$ cat src/rtl/core/ungs_ram.sv
// Generic single write port RAM with registered read.
module ungs_ram #(
   parameter int WIDTH = 8,
   parameter int DEPTH = 64
) (
   input  logic                     clock,
   input  logic                     we,
   input  logic [$clog2(DEPTH)-1:0] waddr,
   input  logic [WIDTH-1:0]         wdata,
   input  logic [$clog2(DEPTH)-1:0] raddr,
   output logic [WIDTH-1:0]         rdata
);

   logic [WIDTH-1:0] mem_ff [DEPTH];
   logic [WIDTH-1:0] rdata_ff;

   always_ff @(posedge clock) begin
      if (we) begin
         mem_ff[waddr] <= wdata;
      end
      rdata_ff <= mem_ff[raddr];
   end

   assign rdata = rdata_ff;

endmodule

$ cat config.mk
export PLATFORM = sky130hd
export DESIGN_NAME = ungs_ram
export DESIGN_NICKNAME = d
export VERILOG_FILES = /design/src/rtl/core/ungs_ram.sv
export SDC_FILE = /design/constraint.sdc
export NUM_CORES = 1
export LEC_CHECK = 0
export BUFFER_PORTS_ARGS = -buffer_cell sky130_fd_sc_hd__buf_2
export CAP_MARGIN = 10
export CORE_ASPECT_RATIO = 1.75
export CORE_MARGIN = 2
export CORE_UTILIZATION = 45
export CTS_BUF_LIST = sky130_fd_sc_hd__clkbuf_8
export CTS_CLUSTER_SIZE = 14
export DETAILED_ROUTE_END_ITERATION = 7
export HOLD_SLACK_MARGIN = 0.05
export PLACE_DENSITY = 0.7
export SLEW_MARGIN = 25
export SYNTH_ARGS = -nofsm -noshare
export SYNTH_HDL_FRONTEND = slang
export SYNTH_SLANG_ARGS = --single-unit
$ cat constraint.sdc
create_clock -name clock -period 4.4 [get_ports clock]
set_input_delay 1.32 -clock clock [delete_from_list [all_inputs] [get_ports clock]]
set_output_delay 1.32 -clock clock [all_outputs]
set_load 0.02 [all_outputs]
## Word-level counts from Yosys, hierarchy flattened

Memories as Yosys holds them, arrays and structs flattened. A register that Yosys moved wholly into a read port is not among the register bits.
Cells that the tools add are included.

- Latch bits: 0
- Output and inout bits: 8
- Register bits after elaboration: 0
- RAM bits: 512
- Input port bits: 22
- Memories kept: 1
- Bits in read-only memories: 0
- Logic and storage cells: 3

- Reductions and logical operators: 0
- Shift operators: 0
- Magnitude comparators: 0
- Bitwise operators: 0
- Add/subtract/negate cells: 0
- Divide/modulo/power cells: 0
- Mux-type cells: 2
- Equal/unequal tests: 0
- Multiply operators: 0

Memories:

| memory | depth | width | rd ports | clocked after Yosys merged registers in | write ports | RTL line | text |
|---|---|---|---|---|---|---|---|
| mem_ff | 64 | 8 | 1 | 1 | 1 | 14 | `logic [WIDTH-1:0] mem_ff [DEPTH];` |

Operators with widths:

| kind | count |
|---|---|
| $mux 1 | 2 |

## Longest topological paths before layout

- Word-level depth: 2
- Mapped depth: 9

## Least setup slack after synthesis

OpenSTA, ideal clock, no wires.

- Path type: input to register
- Start: in raddr[1]
- End: reg rdata_ff[3], in the netlist rdata[3] (read register of mem_ff)
- Path slack: 1412 ps
- Stages on the path: 7
- Data arrival time: 2860 ps
- Path buffers: 3
- Library setup time: 128 ps
- Required time: 4272 ps
- Cells stage by stage: buf_4 buf_2 buf_2 mux4_2 mux4_2 o21ai_1 o41ai_1

RTL lines:

| item | RTL line | text |
|---|---|---|
| start, declared | 10 | `input logic [$clog2(DEPTH)-1:0] raddr,` |
| end, declared | 15 | `logic [WIDTH-1:0] rdata_ff;` |

==> out/metrics.cfg <==
[sta]
hold_viol = 0
final_max_slew_viol_count = 0
finalCritPeriodShare = 0.716
final-setup-viol-count = 0
setup_ws_ns = 1.25
period_minus_slack_ns = 3.15
slew_headroom = 0.331
hold_ws_ns = 0.822
max_freq_mhz = 317
setup_tns_ns = 0
rsz0062_at_grt = false
tightest_slew_ns = 1.00
fin_worst_skew_ns = 0.0303

[route]
drc = 0
routedWlPerCell_microns = 27.4
first_pass_iters = 5
post_drt_via_cell_ratio = 5.88
drtIter0Drc = 944
vias = 9778
wl_microns = 45500
ant_nets = 0

[worst_setup_path]
path_max_fanout = 44
cp.required_ns = 4.90
arrival_ns = 3.65
r2r_start = mem_ff[20][6]
crit_type = in -> reg
rrSetupSlack_ns = 2.40
rr_endpoint = rdata[6]
worst_setup_path_start_kind = input pin
worst_r2r_path_depth = 5
end_kind = register

[logic_synthesis]
synth_edf_count = 512
ys_warn_count = 0
synth_top_area_frac = 0.762
synthCells = 940
yosysTopAreaCell = edfxtp_1
synth.distinct_cells = 40
synth_ff_type = edfxtp_1
synth_area_leaders = edfxtp_1 (76%), mux4_2 (14%), nor2_1 (1.5%)
synth_nets = 962
seq_area_frac_synth = 0.770
ys_async_sr_fraction = 0
syn_area_sq_mm = 0.0202
avgSynthCellArea_sq_um = 21.5
ys_seq_elements = 520

[final_layout]
finish.utilization = 0.507
drive_above_1_share = 0.287
final_cell_mix = edfxtp_1 (512), mux4_2 (126), nor2_1 (83)
area_delta_synth_final_pct = 11.3
final_cells = 1664
fin_area_sq_mm = 0.0225
nets = 1070
final_common_cell = edfxtp_1
n_fill_cell = 3439

[die]
die_h_microns = 284
die_w_microns = 164
rows = 102
start_util = 0.455
die-area_sq_mm = 0.0466
core_area_sq_mm = 0.0443
boundaryPins = 30

[grt]
top_usage_layer = met2
grt_pass1_vias = 10276
grt_use_met3 = 0.0329
grt_util_met2 = 0.368
grt_usage = 0.200
grt_pass1_wl_microns = 66400
overflow = 0
use_met1 = 0.223
antenna_found_initial = 1
grt_max_degree = 65

[clock_tree]
cts_resized = 0
htree_levels = 3
worstSkewPairLatency_ns = 0.63
cts_sinks = 520
hold_buffers = 0
cts_buffers = 68
clkTransAtPathRegs_ns = 0.07
root_buffer = clkbuf_8
clockBufferDepth = 3
post_cts_buffers = 0
tritoncts = done

[place]
dp_hpwl_microns = 29900
routabilityCongestion = 0.789
dp.cells = 1550
preCtsSetupSlack_ns = 0.529
place_area_sq_mm = 0.0212
port_buffers = 29

[pwr]
p_switching_mw = 2.01
combPwrFrac = 0.057
irDropWorstVdd_mv = 0.154
seqPwrFrac = 0.592
swShare = 0.217
power-per-cell-area_mw_per_mm2 = 413
p_int_mw = 7.27
p_leak_nw = 7.11
total_power_mw = 9.28
pwr-share-clk = 0.351

[hold_path]
worstHoldStart = mem_ff[23][2]
holdPathEnd = rdata[2]
hold_path_class = reg -> reg
whs_path_depth = 4

[status]
outcome = completed

[flow_run]
cap_violations = 0

## how the worst max path moves through the flow
| stage | from | endpoint | slack [ns] |
|---|---|---|---|
| final | raddr[0] | rdata[3] | 1.25 |
| after global routing | raddr[0] | rdata[3] | 1.07 |
| after detailed placement | raddr[0] | rdata[3] | 0.53 |
| after floorplan | raddr[1] | rdata[3] | 1.41 |
| after global placement | raddr[0] | rdata[3] | 0.52 |
| after CTS | raddr[0] | rdata[3] | 1.20 |
## layer usage
| layer | vias to the layer above | share of wire | routed length (microns) |
|---|---|---|---|
| li1 | 4140 | - | - |
| met1 | 5101 | 0.34 | 15500 |
| met2 | 421 | 0.55 | 25300 |
| met3 | 116 | 0.060 | 2740 |
| met4 | 0 | 0.044 | 2010 |
| met5 | - | 0 | 0 |
## kinds of logic (layout without fill, tap and decap cells)
kind of cell,count (synthesis),after routing,synth area share
and+or+nand+nor,153,153,0.0339
muxes,162,162,0.159
other,0,1,0
buffers and inverters,51,202,0.0157
AOI/OAI and AO/OA,54,54,0.0207
DFF,520,520,0.770
## flip-flops by register name (all words and copies together) (netlist names)
signal / flops
rdata: 8
mem_ff: 512
## power groups by stage
| stage | Combinational, mW | Sequential (mW) | Clock (mW) |
|---|---|---|---|
| after floorplan | 0.292 | 5.61 | 0 |
| after CTS | 0.533 | 5.49 | 3.33 |
| after detailed placement | 0.533 | 5.60 | 0 |
| final | 0.527 | 5.50 | 3.26 |
| after global routing | 0.557 | 5.49 | 3.50 |
| after global placement | 0.518 | 5.60 | 0 |
## cell type report
cell class / instances / area (sq um) / area share
clock inverters: 36 / 145 / 0.00646
diodes: 1 / 2.50 / 0.000111
repair buffers: 89 / 679 / 0.0303
flip-flops and latches: 520 / 15500 / 0.692
well taps: 572 / 716 / 0.0319
clock buffers: 77 / 1060 / 0.0472
multi-input cells: 369 / 4320 / 0.192
## synth_stat cells (8+ instances only)
cell type / instances
mux2_2: 13
clkbuf_1: 17
nand3_1: 13
o22ai_1: 8
edfxtp_1: 512
mux2i_1: 23
buf_4: 13
nor2_1: 83
nand2_1: 19
nor2b_1: 14
dfxtp_1: 8
buf_2: 11
mux4_2: 126
o221ai_1: 8
## worst max-delay path: stages
cell and delay [ns]:
clkbuf_8 0.47, buf_12 0.33, mux4_2 0.54, nor2b_1 0.14, a2111oi_0 0.64, o41ai_1 0.15
No activity file was read; power rests on OpenSTA's default activity.
