==> config.mk <==
export PLATFORM = sky130hd
export DESIGN_NAME = ungs_mul
export DESIGN_NICKNAME = d
export VERILOG_FILES = /design/src/rtl/core/ungs_pkg.sv /design/src/rtl/core/ungs_mul.sv
export SDC_FILE = /design/constraint.sdc
export NUM_CORES = 1
export LEC_CHECK = 0
export BUFFER_PORTS_ARGS = -buffer_cell sky130_fd_sc_hd__buf_2
export CORE_MARGIN = 3
export CORE_UTILIZATION = 55
export DETAILED_ROUTE_END_ITERATION = 10
export PLACE_DENSITY_LB_ADDON = 0.08
export RECOVER_POWER = 100
export SLEW_MARGIN = 20
export SYNTH_ARGS = -nofsm -noshare
export SYNTH_HDL_FRONTEND = slang
export SYNTH_SLANG_ARGS = --single-unit
==> constraint.sdc <==
create_clock -name clock -period 6.3 [get_ports clock]
set_input_delay 0.945 -clock clock [delete_from_list [all_inputs] [get_ports clock]]
set_output_delay 0.945 -clock clock [all_outputs]
set_load 0.05 [all_outputs]
==> src/rtl/core/ungs_pkg.sv <==
// Shared types and constants of the uniform grid neighbour search block.
package ungs_pkg;

   localparam int MAX_POINTS = 64;
   localparam int MAX_GRID_W = 32;
   localparam int MAX_GRID_H = 32;
   localparam int PT_AW      = 6;
   localparam int GX_W       = 5;
   localparam int GY_W       = 5;
   localparam int CELL_AW    = GX_W + GY_W;
   localparam int CELL_COUNT = MAX_GRID_W * MAX_GRID_H;
   localparam int POS_W      = 16;
   localparam int PROD_W     = 2 * POS_W;
   localparam int CRD_W      = 12;
   localparam int FRAC_SHIFT = 20;
   localparam int CSR_AW     = 2;
   localparam int DIM_W      = 6;

   localparam logic [POS_W-1:0] INV_CELL_RESET = 16'd1092;

   typedef enum logic [1:0] {
      OP_CLEAR  = 2'd0,
      OP_INSERT = 2'd1,
      OP_QUERY  = 2'd2
   } op_type;

   typedef enum logic [CSR_AW-1:0] {
      CSR_INV_CELL_SIZE = 2'd0,
      CSR_GRID_WIDTH    = 2'd1,
      CSR_GRID_HEIGHT   = 2'd2
   } csr_index_type;

   typedef struct packed {
      logic             occupied;
      logic [PT_AW-1:0] first;
      logic [PT_AW-1:0] last;
   } cell_entry_type;

   typedef enum logic [4:0] {
      ST_IDLE,
      ST_CLEAR,
      ST_MULX,
      ST_MULY,
      ST_MULR,
      ST_WIN,
      ST_INS_C,
      ST_INS_UPD,
      ST_INS_LINK,
      ST_CELL_RD,
      ST_CELL_CHK,
      ST_PT_RD,
      ST_PT_DX,
      ST_PT_DY,
      ST_PT_CMP,
      ST_NEXT,
      ST_Q_END
   } state_type;

endpackage

==> src/rtl/core/ungs_mul.sv <==
// Shared 16 by 16 unsigned multiplier with registered product.
module ungs_mul (
   input  logic                        clock,
   input  logic [ungs_pkg::POS_W-1:0]  a,
   input  logic [ungs_pkg::POS_W-1:0]  b,
   output logic [ungs_pkg::PROD_W-1:0] product
);

   logic [ungs_pkg::PROD_W-1:0] prod_ff;
   logic [ungs_pkg::PROD_W-1:0] prod_in;

   assign prod_in = ungs_pkg::PROD_W'(a) * ungs_pkg::PROD_W'(b);

   always_ff @(posedge clock) begin
      prod_ff <= prod_in;
   end

   assign product = prod_ff;

endmodule

## After elaboration in Yosys (flattened, before gate mapping)

Index checks and enable logic that the tools add are counted.

| storage, ports and cells | value |
|---|---|
| flip-flop bits (word level) | 32 |
| bits of input ports | 33 |
| output and inout port bits | 32 |
| logic and storage cells | 2 |

| cells by class | value |
|---|---|
| multipliers | 1 |

Operator list:

| cell | number |
|---|---|
| multiplier 16 x 16 -> 32 bit | 1 |

## Longest topological paths before layout

Gate-level depths: netlist of the first run.

| depth | value |
|---|---|
| depth in word-level cells | 1 |
| gate-level depth with buffers | 21 |
| mapped depth without buffers | 19 |

## Worst setup path after synthesis of the first run

Ideal clock, no wire load.

| timing path | value |
|---|---|
| path type | input to register |
| start | input b[7] (netlist bit) |
| end | register prod_ff, in the netlist product[25] |
| setup time | 0.127 ns |
| arrival time | 5.982 ns |
| data required time | 6.173 ns |
| setup slack | 0.191 ns |
| stages on the path | 21 |
| path buffers | 2 |
| path through | clkbuf_1 -> nand2_1 -> fa_1 -> inv_1 -> fa_1 -> inv_1 -> fa_1 -> inv_1 -> fa_1 -> fa_1 -> inv_1 -> fa_1 -> inv_1 -> ha_1 -> buf_2 -> a211o_1 -> o211ai_1 -> o311ai_1 -> o31ai_2 -> o21ai_0 -> xor2_1 |

| between the ends | value |
|---|---|
| cells in the longest elaborated chain, start to end | 1 |

Ends and longest elaborated chain:

| element | RTL line | source |
|---|---|---|
| from (decl) | ungs_mul.sv:5 | `input logic [ungs_pkg::POS_W-1:0] b,` |
| multiplier 16 x 16 -> 32 bit | ungs_mul.sv:12 | `assign prod_in = ungs_pkg::PROD_W'(a) * ungs_pkg::PROD_W'(b);` |
| net prod_in, one bit | ungs_mul.sv:10 | `logic [ungs_pkg::PROD_W-1:0] prod_in;` |
| to (signal assigned) | ungs_mul.sv:15 | `prod_ff <= prod_in;` |
| to (decl) | ungs_mul.sv:9 | `logic [ungs_pkg::PROD_W-1:0] prod_ff;` |

The timed path passes the listed nets, and every way through them passes these cells.

## Worst setup path in the final report of the first run

| timing path | value |
|---|---|
| start | input a[6] (netlist bit) |
| end | register prod_ff, in the netlist product[25] |

| between the ends | value |
|---|---|
| cells in the longest elaborated chain, start to end | 1 |

Ends and longest elaborated chain:

| element | RTL line | source |
|---|---|---|
| from (decl) | ungs_mul.sv:4 | `input logic [ungs_pkg::POS_W-1:0] a,` |
| multiplier 16 x 16 -> 32 bit | ungs_mul.sv:12 |  |
| net prod_in, one bit | ungs_mul.sv:10 |  |

The timed path passes the listed nets, and every way through them passes these cells.

==> reports/summary.txt, run 1 <==
Status -> finished, final reports clean
Die H -> 136.5 um
HP Start -> a[0]
Post-cts sizing count -> 0
Die width -> 136.5 um
Worst slew margin -> 54.74%
Clk sinks -> 32
Clock Tree Buf Depth -> 2
Post-Synthesis Cells -> 1046
CTS clk-pin slew, worst paths -> 0.05 ns
Antenna-violating nets left -> 0
Post-layout net count -> 1471
PortBufs -> 64
Final setup viols -> 0
Max Fclk -> 164.7 MHz
Final WL -> 21680 um
CORE AREA -> 16640 um2
Yosys top cell area share -> 41.44%
Dpl hpwl -> 18880 um
Post-CTS setup buffers -> 0
Post-synth top cells -> inv_1 (221), fa_1 (194), nand2_1 (159), and2_1 (125), ha_1 (104)
Setup Crit Path Kind -> input port to flop
Worst-margin pin slew -> 0.6789 ns
Pins over their slew limit -> 0
Detailed Route Iter0 Violations -> 333
Crit-path max FO -> 8
Synthesis-to-layout area growth -> 11.43%
Most common cell on crit path -> fa_1
Drt pass-1 iters -> 5
Largest net degree at the start of global routing -> 17
Detail-routed net length per standard cell -> 15.93 um
Synth area leader -> fa_1
Filler instances -> 1486
Syn_nets -> 1377
CTS root buf -> clkbuf_16
RSZ-0062 raised after global routing -> true
GR Overflow Total -> 0
Antenna cells -> 0
Post-synthesis sequential area ratio -> 6.835%
Critical Path Source -> a[6]
Residual DRC -> 0
Overall routing resource usage -> 25.04%
Crit path capture type -> flop
Hold Vio Cnt, Final -> 0
Fin crit period -> 6.072 ns
Min-Delay Path Class -> input port to flop
Starting density of the core -> 56.32%
Post-synth EDFFs -> 0
Largest cells by area after synthesis -> fa_1 (41%), ha_1 (14%), inv_1 (8.9%)
H-Tree Depth -> 2
Register area -> 640.6 um2
Avg Cell Area, Syn -> 8.961 um2
Top-count cell post-synth -> inv_1
CP cell instances -> buf_2, buf_4, nand2_1, fa_1, inv_1, fa_1, ha_1, inv_1, fa_1, fa_1, inv_1, fa_1, ha_1, and3_1, a221oi_1, nor4_2, o31ai_2, o21ai_0, xor2_1
Initial antenna violation count -> 0
Synthesized flop and latch total -> 32
Via count -> 7107
CTS tree -> yes
Cts hold-fix bufs -> 0
Gpl congestion -> 0.9117
Global-route wire length before repair -> 36760 um
Synth warnings -> 0
Max FFs per register -> 32
Primary FF master, synth -> dfxtp_1
Synthesized area -> 9373 um2
Cell Rows -> 47
Setup crit start kind -> input port
Asr flop ratio synth -> 0%
CTS buffer count -> 5
Worst path slowest cell -> fa_1
Critical Path RT -> 6.46 ns
WP data arrival -> 6.23 ns
Vias in the first global route -> 7444
Vias per cell -> 5.222
Share of layout cells above drive strength 1 -> 9.904%
# Max-Cap Violations -> 0
Critical path buffer and inverter count -> 5
Synth unique cells -> 52
Crit-path leading delay family -> adder cells
I/O pins -> 65
Multi-input gate area -> 7717 um2
CP peak stage delay -> 0.57 ns
Die ar. -> 18640 um2
Final Util -> 62.75%
Crit share post-route -> 96.39%
-- layout make-up --
cell class	instances	area share (%)
sequential	32	6.134
timing repair buffer	132	7.643
multi-input combinational	748	73.89
clock buffer	7	1.462
inverter	221	7.943
clock inverter	1	0.2875
tap	220	2.636
-- cells in the final DEF, fill, tap and decap left out, types with 3 or more instances in the layout --
master / n
a211o_1: 3
a21o_1: 16
a21oi_1: 31
and2_0: 4
and2_1: 121
and4_1: 5
buf_2: 31
buf_4: 65
clkbuf_1: 34
clkbuf_16: 5
dfxtp_1: 32
fa_1: 194
ha_1: 104
inv_1: 221
nand2_1: 159
nand3_1: 5
nand4_1: 7
nor2_1: 13
o211ai_1: 4
o21a_1: 3
o21ai_0: 12
xnor2_1: 17
xor2_1: 10
-- layer usage --
| metal | track usage [%] | part of all wire [%] |
|---|---|---|
| met5 | 0 | 0 |
| met4 | 4.143 | 1.8 |
| met3 | 3.272 | 4.7 |
| met2 | 45.92 | 54 |
| met1 | 32.10 | 40 |
-- through the flow --
stage	instance area (um2)	std cells	setup slack [ns]	TNS (ns)	hold WS [ns]
after floorplan	9373	1046	0.1914	0	1.067
after global placement	10310	1353	-0.06311	-0.1057	1.322
after detailed placement	10310	1353	-0.05489	-0.2031	1.326
after CTS	10490	1361	0.2217	0	1.038
after global routing	10440	1361	-0.01277	-0.01277	1.060
final	10440	1361	0.2276	0	1.044
-- path summary, 6_finish.rpt --
kind,end,slack [ns],cells after the start
setup / recovery,product[25]$_DFF_P_,0.23,19
hold / removal,product[0]$_DFF_P_,1.04,2
-- logic make-up after synthesis --
family	after synthesis	synth area share (%)
AOI/OAI and AO/OA	93	6.835
muxes	1	0.1068
and+or+nand+nor	329	17.59
xor gates and xnor gates	27	2.523
adders and majority gates	298	55.32
buffers and inverters	266	10.79
DFF	32	6.835
Power of run 1 is left out: the tool's default activity adds up to more than one toggle a clock period on the data nets, which glitch-free logic cannot reach.
==> run 2, diff against run 1 <==
CELL_PAD_IN_SITES_DETAIL_PLACEMENT = 0   (was default)
CELL_PAD_IN_SITES_GLOBAL_PLACEMENT = 1   (was default)
CORE_UTILIZATION = 45   (was 55)
==> reports/summary.txt, run 2 (same netlist as run 1, synthesis figures left out) <==
Setup crit start kind -> input port
GR Overflow Total -> 0 (unchanged)
Min-Delay Path Class -> input port to flop
Share of layout cells above drive strength 1 -> 12.72% (+2.8 points)
Fin crit period -> 6.081 ns (+0.008742 ns)
Global-route wire length before repair -> 37540 um (+2.1%)
Commonest non-fill, non-tap cells in the layout -> inv_1 (221), fa_1 (194), nand2_1 (159), and2_1 (121), ha_1 (103)
H-Tree Depth -> 2 (unchanged)
WP data arrival -> 6.29 ns (+0.06 ns)
Antenna cells -> 0 (unchanged)
CTS clk-pin slew, worst paths -> 0.06 ns (about the same)
PortBufs -> 64 (unchanged)
Via count -> 7084 (-0.32%)
Max Fclk -> 164.4 MHz (-0.14%)
Vias in the first global route -> 7439 (-0.067%)
Clock Tree Buf Depth -> 2 (unchanged)
CP cell instances -> buf_2, and2_1, fa_1, inv_1, fa_1, fa_1, fa_1, inv_1, fa_1, inv_1, fa_1, inv_1, ha_1, nand4_1, nor4_4, o31ai_1, buf_4, o41ai_2, xor2_1
Post-cts sizing count -> 0 (unchanged)
Clk sinks -> 32 (unchanged)
CORE AREA -> 20360 um2 (+22%)
Detail-routed net length per standard cell -> 15.78 um (-0.91%)
Post-layout net count -> 1501 (+2.0%)
Final non-filler cell total -> 1441 (+5.9%)
Vias per cell -> 4.916 (-5.9%)
Pins over their slew limit -> 0 (unchanged)
Crit path capture type -> flop
Post-CTS setup buffers -> 0 (unchanged)
Final WL -> 22740 um (+4.9%)
# Max-Cap Violations -> 0 (unchanged)
CTS buffer count -> 5 (unchanged)
Cell Rows -> 52 (+11%)
Dpl hpwl -> 20310 um (+7.6%)
CTS root buf -> clkbuf_16
Worst-margin pin slew -> 0.6218 ns (-0.05706 ns)
CTS tree -> yes
Antenna-violating nets left -> 0 (unchanged)
Most common cell on crit path -> fa_1
Critical path buffer and inverter count -> 6 (+1)
Hold Vio Cnt, Final -> 0 (unchanged)
Final setup viols -> 0 (unchanged)
Detailed Route Iter0 Violations -> 230 (-31%)
DP Cell Count -> 1433 (+5.9%)
Crit-path leading delay family -> adder cells
Drt pass-1 iters -> 4 (-1)
Pre-CTS setup slack -> -0.1084 ns (-0.05355 ns)
Crit-path max FO -> 11 (+3)
Residual DRC -> 0 (unchanged)
Cts hold-fix bufs -> 0 (unchanged)
Worst slew margin -> 58.72% (+4.0 points)
Setup Crit Path Kind -> input port to flop
Overall routing resource usage -> 21.06% (-4.0 points)
Max FFs per register -> 32 (unchanged)
Filler instances -> 2043 (+37%)
Gpl congestion -> 0.8664 (-5.0%)
CP peak stage delay -> 0.55 ns (-0.02 ns)
Worst path slowest cell -> fa_1
Die ar. -> 22600 um2 (+21%)
Starting density of the core -> 46.02% (-10 points)
Crit share post-route -> 96.53% (+0.14 points)
Status -> finished, final reports clean
Die H -> 150.3 um (+10%)
Largest net degree at the start of global routing -> 17 (unchanged)
I/O pins -> 65 (unchanged)
RSZ-0062 raised after global routing -> false
Synthesis-to-layout area growth -> 15.11%
Die width -> 150.3 um (+10%)
Critical Path RT -> 6.51 ns (+0.05 ns)
Initial antenna violation count -> 0 (unchanged)
Final worst slack -> 0.2189 ns (-0.008742 ns)
Commonest non-fill, non-tap cell in the layout -> inv_1
run 2: cell count changes in the layout (fill, tap and decap cells not counted), moves of 2 or more:
| cell | previous run | this run |
|---|---|---|
| a21oi_1 | 31 | 29 |
| a21oi_2 | 0 | 2 |
| buf_4 | 65 | 93 |
| clkbuf_4 | 1 | 3 |
run 2: routing by layer:
metal  part of all wire [%]  vias up  wire [um]  GRT usage (%)
met4                    1.4        0        324          3.065
li1                       -     3411          -              -
met2                     53       97      12100          38.84
met3                    2.9       20        667          1.957
met1                     42     3556       9651          27.41
met5                      0        -          0              0
run 2: area by class of cell:
type,instances,area [um2],share of cell area (%)
clock buffers,7,152.6,1.415
clock inverters,1,30.03,0.2783
inverters,221,829.5,7.689
multi-input cells,748,7759,71.91
flip-flops and latches,32,640.6,5.938
well taps,270,337.8,3.131
repair buffers,162,1040,9.637
run 2: worst paths after layout:
| path | from | endpoint | slack (ns) | depth (start not counted) |
|---|---|---|---|---|
| worst min-delay path | b[0] | product[0]$_DFF_P_ | 1.12 | 2 |
| worst max-delay path | b[4] | product[29]$_DFF_P_ | 0.22 | 19 |
run 2: through the flow:
stage | area (um2) | util (%) | TNS (ns) | hold WS (ns)
2_1_floorplan | 9373 | - | 0 | 1.067
3_3_place_gp | 10610 | 52.10 | -0.3718 | 1.413
3_5_place_dp | 10610 | 52.10 | -0.3937 | 1.413
4_1_cts | 10790 | 53.00 | 0 | 1.122
5_1_grt | 10790 | 52.98 | 0 | 1.148
6_report | 10790 | 52.98 | 0 | 1.119
Power of run 2 is left out for the same reason.
